File: src/hw/rtl/btpc_pkg.sv
// Shared types and constants for the barometric compensation core.
package btpc_pkg;

  localparam int unsigned RawW   = 20;
  localparam int unsigned FineW  = 32;
  localparam int unsigned CentiW = 24;
  localparam int unsigned PressW = 32;
  localparam int unsigned CfgIdxW = 2;
  localparam int unsigned CfgDataW = 64;
  localparam int unsigned DivSteps = 64;
  localparam int unsigned DivBitsPerStage = 2;

  localparam logic [CfgIdxW-1:0] RegTempCoeffs = 2'd0;
  localparam logic [CfgIdxW-1:0] RegPressA     = 2'd1;
  localparam logic [CfgIdxW-1:0] RegPressB     = 2'd2;
  localparam logic [CfgIdxW-1:0] RegPressNine  = 2'd3;

  localparam logic signed [63:0] FineOffset = 64'sd128000;
  localparam logic signed [63:0] PressBase  = 64'sd1048576;
  localparam logic signed [63:0] ScaleK     = 64'sd3125;

  typedef struct packed {
    logic [RawW-1:0] raw_temperature;
    logic [RawW-1:0] raw_pressure;
  } in_item_t;

  typedef struct packed {
    logic signed [FineW-1:0]  fine_temperature;
    logic signed [CentiW-1:0] temperature_centi;
    logic signed [PressW-1:0] pressure_q24_8;
    logic                     divisor_zero;
  } out_item_t;

  typedef struct packed {
    logic [CfgIdxW-1:0]  index;
    logic [CfgDataW-1:0] data;
  } cfg_item_t;

endpackage

File: src/hw/rtl/btpc_div_stage.sv
// One stage of the restoring divider: DivBitsPerStage quotient bits per stage.
module btpc_div_stage (
  input  logic [63:0] rem_i,
  input  logic [63:0] num_i,
  input  logic [63:0] den_i,
  output logic [63:0] rem_o,
  output logic [63:0] num_o
);
  import btpc_pkg::*;

  logic [64:0] r;
  logic [63:0] n;
  logic [64:0] diff;

  always_comb begin
    r = {1'b0, rem_i};
    n = num_i;
    diff = '0;
    for (int i = 0; i < int'(DivBitsPerStage); i++) begin
      r = {r[63:0], n[63]};
      n = {n[62:0], 1'b0};
      diff = r - {1'b0, den_i};
      if (!diff[64]) begin
        r = diff;
        n[0] = 1'b1;
      end
    end
    rem_o = r[63:0];
    num_o = n;
  end
endmodule

File: config.mk
export PLATFORM = sky130hd
export DESIGN_NAME = btpc_div_stage
export DESIGN_NICKNAME = d
export VERILOG_FILES = /design/src/hw/rtl/btpc_pkg.sv /design/src/hw/rtl/btpc_div_stage.sv
export SDC_FILE = /design/constraint.sdc
export NUM_CORES = 1
export LEC_CHECK = 0
export ABC_AREA = 1
export BUFFER_PORTS_ARGS = -buffer_cell sky130_fd_sc_hd__buf_4
export CAP_MARGIN = 20
export CORE_ASPECT_RATIO = 2
export CORE_UTILIZATION = 40
export DETAILED_ROUTE_END_ITERATION = 12
export PLACE_DENSITY = 0.7
export SYNTH_ARGS = -nofsm -noshare
export SYNTH_HDL_FRONTEND = slang
export SYNTH_SLANG_ARGS = --single-unit
File: constraint.sdc
create_clock -name vclk -period 6.13
set_input_delay 0.9195 -clock vclk [all_inputs]
set_output_delay 0.9195 -clock vclk [all_outputs]
set_load 0.05 [all_outputs]
==> summary.md, run 1 <==
| Metric | Value |
|---|---|
| Largest net degree at the start of global routing | `28` |
| FP Rows | `94` |
| Worst_ep grt | `rem_o[4]` |
| Top post-synthesis cells by area | `nand2_1 23%, inv_1 12%, ha_1 12%` |
| DP Area | `20,100 µm²` |
| Mean area per synthesized cell | `about 5.2 µm²` |
| Status | `did not finish` |
| Post-synthesis sequential area ratio | `0%` |
| Cell taking the most area after synthesis | `nand2_1` |
| Starting Density | `40.9%` |
| HPWL Detailed | `70.0 mm` |
| Fail Step | `5_1_grt` |
| Grt ovf | `11` |
| Die width | `~130 µm` |
| Synth top area share | `between 20% and 30%` |
| Run Error | `[ERROR GRT-0232] Routing congestion too high. Check the congestion heatmap in the GUI.` |
| Syn Inst Count | `about 2,600` |
| I/O Pins | `between 300 and 400` |
| Mapped Area | `13,500 µm²` |
| Netlist cell types | `between 40 and 50` |
| Chip height | `262 µm` |
| IO Port Bufs | `196` |
| YS warnings | `0` |
| Worst End Pin Type | `top-level output` |
| Total track usage | `59.0%` |
| Syn nets | `2,918` |
| Gp weighted congestion | `1.13` |
==> cells in the mapped netlist (all sizes together), types with 29 or more instances <==
cell,count
nand2,899
inv,456
nor2,271
nand3,250
a21oi,162
ha,128
o21ai,110
buf,87
xnor2,36
xor2,34
nor3,32
nand4,29
o21bai,29
==> logic make-up after synthesis <==
family / share of synthesized area [%]
simple gates: 49.9
buf+inv: 19.9
compound gates: 13.5
fa+ha+maj: 12.1
xor+xnor: 4.53
==> metrics by stage <==
stage	util, %	std cells	setup slack [ns]	hold slack (ns)
2_1_floorplan	-	2596	0.292	2.01
4_1_cts	65.4	3854	-0.00691	1.84
3_3_place_gp	60.9	3828	-0.622	1.84
3_5_place_dp	60.9	3828	-0.692	1.84
==> metal layers <==
metal	overflow	GRT usage [%]
met3	0	31.5
met4	6	72.8
met5	0	6.67
met2	5	88.7
met1	0	51.4
==> what timing repair did <==
item,4_1_cts
hold buffers,0
endpoints found under the setup margin,65
pin swaps,28
cloned,6
resized for setup,271
buffers inserted,20
==> inputs of run 2 (changes only) <==
- CORE_ASPECT_RATIO: 2 -> not set
- CORE_UTILIZATION: 40 -> 25
- PLACE_DENSITY: 0.7 -> not set
- PLACE_DENSITY_LB_ADDON: not set -> 0.15
==> run 2 against run 1 <==
Against the previous run:
- the flow now finishes, with violations (negative setup slack)
- synthesized cell count did not move
- area after synthesis unchanged
==> summary.md, run 2 <==
| Metric | Value |
|---|---|
| Mean area per synthesized cell | `5.21 µm² (unchanged)` |
| CP Data Arrival Time | `5.34 ns` |
| Peak supply drop | `around 0.37 mV` |
| P_leak | `13.4 nW` |
| Bufs and invs on worst path | `13` |
| Worst path max stage delay | `0.33 ns` |
| Period utilisation layout | `102%` |
| Status | `finished, violations left (was did not finish)` |
| CP top delay family | `simple AND/OR/NAND/NOR gates` |
| I/O Pins | `320 (unchanged)` |
| Core area | `53,000 µm²` |
| Chip height | `235 µm (was 262 µm)` |
| FILL cells | `5,714` |
| FP Rows | `84 (was 94)` |
| Crit Path Max Fanout | `7` |
| Syn nets | `2,918 (unchanged)` |
| Post-synth top cells | `836 x nand2_1, 448 x inv_1, 266 x nor2_1, 195 x nand3_1, 156 x a21oi_1 (unchanged)` |
| Vias in the first global route | `18,800` |
| Pre-antenna DRT Iters | `6` |
| Remaining DRCs | `0` |
| Most common cell after layout, fill and taps aside | `buf_4` |
| Most frequent cells in the layout | `992 x buf_4, 730 x nand2_1, 426 x inv_1, 208 x nor2_1, 146 x nand3_1` |
| Placed instance count | `4,219 (was 3,828)` |
| Hold depth | `0` |
| Mapped Area | `13,500 µm² (unchanged)` |
| Largest net degree at the start of global routing | `25` |
| Switch share | `56.6%` |
| Most frequent cell after synthesis | `nand2_1 (unchanged)` |
| Slowest-stage cell, CP | `ha_4` |
| Gp weighted congestion | `0.982 (was 1.13)` |
| Antenna diodes | `0` |
| Die width | `235 µm (was 132 µm)` |
| Initial DRC Count | `1,347` |
| Total net switching power | `3.54 mW` |
| HPWL Detailed | `70.3 mm (was 70.0 mm)` |
| Syn Inst Count | `2,596 (unchanged)` |
| Smallest setup slack after layout | `-0.126 ns` |
| Wirelength per Cell | `19.1 µm` |
| Synth top area share | `23.2% (unchanged)` |
| Hold-critical path endpoint | `num_o[15]` |
| Critical path launch point type | `primary input` |
| Clk pwr share | `0%` |
| CP required | `roughly 5.2 ns` |
| Area of the die | `approximately 55,000 µm²` |
| Non-Filler Instances | `4,288` |
| PwrDens | `about 250 nW/µm²` |
| Netlist cell types | `47 (unchanged)` |
| Area growth syn-to-layout | `82.9%` |
| Fmax | `around 0.16 GHz` |
| IO Port Bufs | `196 (unchanged)` |
| Final period demand of the worst path | `6.26 ns` |
| Initial antenna violation count | `0` |
| Slew @ Worst Pin | `roughly 0.44 ns` |
| Ratio of cells with drive above 1 in the final layout | `45.6%` |
| Top post-synthesis cells by area | `nand2_1 23%, inv_1 12%, ha_1 12% (unchanged)` |
| Crit Path Class | `in -> out` |
| Global-route wire length before repair | `114 mm` |
| Worst Hold Class | `in -> out` |
| Post-synthesis sequential area ratio | `0% (unchanged)` |
| Crit path from | `den_i[34]` |
| Starting Density | `25.5% (was 40.9%)` |
| Vias | `20,100` |
| Total track usage | `28.1%` |
| Clkbuf count | `0` |
| Nets | `~3,900` |
| Worst slew margin | `70.1%` |
| Vias/cell | `approximately 4.7` |
| Failing checks | `negative setup slack` |
| Cell taking the most area after synthesis | `nand2_1 (unchanged)` |
| Final hold vios | `0` |
| Max Cap Violations | `0` |
| Fin. max-slew vios | `0` |
| Sequential share of power | `0%` |
| Design internal power | `2.72 mW` |
| Routed wire length | `81.9 mm` |
| Hold Startpoint | `num_i[13]` |
| Worst slack at placement | `-0.701 ns (was -0.692 ns)` |
| Final setup violation count | `between 60 and 70` |
| Crit path capture type | `primary output` |
| Grt ovf | `0` |
| Number of sequential cells | `0` |
| Register area | `0 µm²` |
| DRT antenna net count | `0` |
| YS warnings | `0 (unchanged)` |
| RSZ-0062 raised after global routing | `true` |
| Hold_buf cts | `0 (unchanged)` |
| Gate power share | `100.0%` |
## run 2: cell counts after synthesis
No cell type changed its count.
## run 2: cell families (layout without fill, tap and decap cells)
group                      count (synthesis)  after routing  synth area share [%]
AOI/OAI and AO/OA                        330            330                  13.5
buffers and inverters                    558           1560                  19.9
xor gates and xnor gates                  70             70                  4.53
and+or+nand+nor                         1508           1510                  49.9
adders and majority gates                130            130                  12.1
## run 2: worst max path at each step
| stage | to | slack, ns | cells past startpoint |
|---|---|---|---|
| finish | rem_o[39] | -0.13 | 34 |
| floorplan | rem_o[42] | 0.29 | 32 |
| detailed placement | rem_o[3] | -0.70 | 30 |
| global placement | rem_o[3] | -0.68 | 30 |
| CTS | rem_o[4] | -0.19 | 37 |
| global route | rem_o[39] | -0.32 | 36 |
## run 2: routing by layer
| layer | vias up | wire length [µm] | track usage (%) | part of all wire [%] |
|---|---|---|---|---|
| li1 | 10200 | - | - | - |
| met1 | 9229 | 37200 | 37.6 | 45 |
| met2 | 585 | 38300 | 49.1 | 47 |
| met3 | 104 | 3200 | 0.751 | 3.9 |
| met4 | 0 | 3150 | 7.98 | 3.8 |
| met5 | - | 0 | 0 | 0 |
## run 2: repair_timing
item / in CTS / in global routing
resized for setup: 213 / 392
pin swaps: 23 / 66
cloned: 7 / 6
setup buffers: 22 / 34
endpoints found under the setup margin: 65 / 65
## run 2: metrics by stage
stage / utilization (%) / instance area [µm²] / hold WS [ns] / TNS, ns / total power, mW
global placement: 40.3 / 21400 / 1.84 / -41.75 / 5.21
global route: 46.7 / 24700 / 1.84 / -11.88 / 6.63
detailed placement: 40.3 / 21400 / 1.84 / -43.17 / 5.21
finish: 46.7 / 24700 / 1.84 / -3.45 / 6.26
CTS: 42.7 / 22600 / 1.84 / -10.17 / 5.68
floorplan: - / 13500 / 2.01 / 0 / 2.97
## run 2: cell type report
class              instances  area [µm²]  area share [%]
multi-input cells       2040       13000            52.5
well taps                688         861            3.48
inverters                457        1730            7.01
repair buffers          1103        9160            37.0
## run 2: power by group through the flow
stage | Combinational, mW | Clock [mW] | Sequential, mW
2_1_floorplan | 2.97 | 0 | 0
3_3_place_gp | 5.21 | 0 | 0
3_5_place_dp | 5.21 | 0 | 0
4_1_cts | 5.68 | 0 | 0
5_1_grt | 6.63 | 0 | 0
6_report | 6.26 | 0 | 0
No activity file was read; power rests on OpenSTA's default activity.
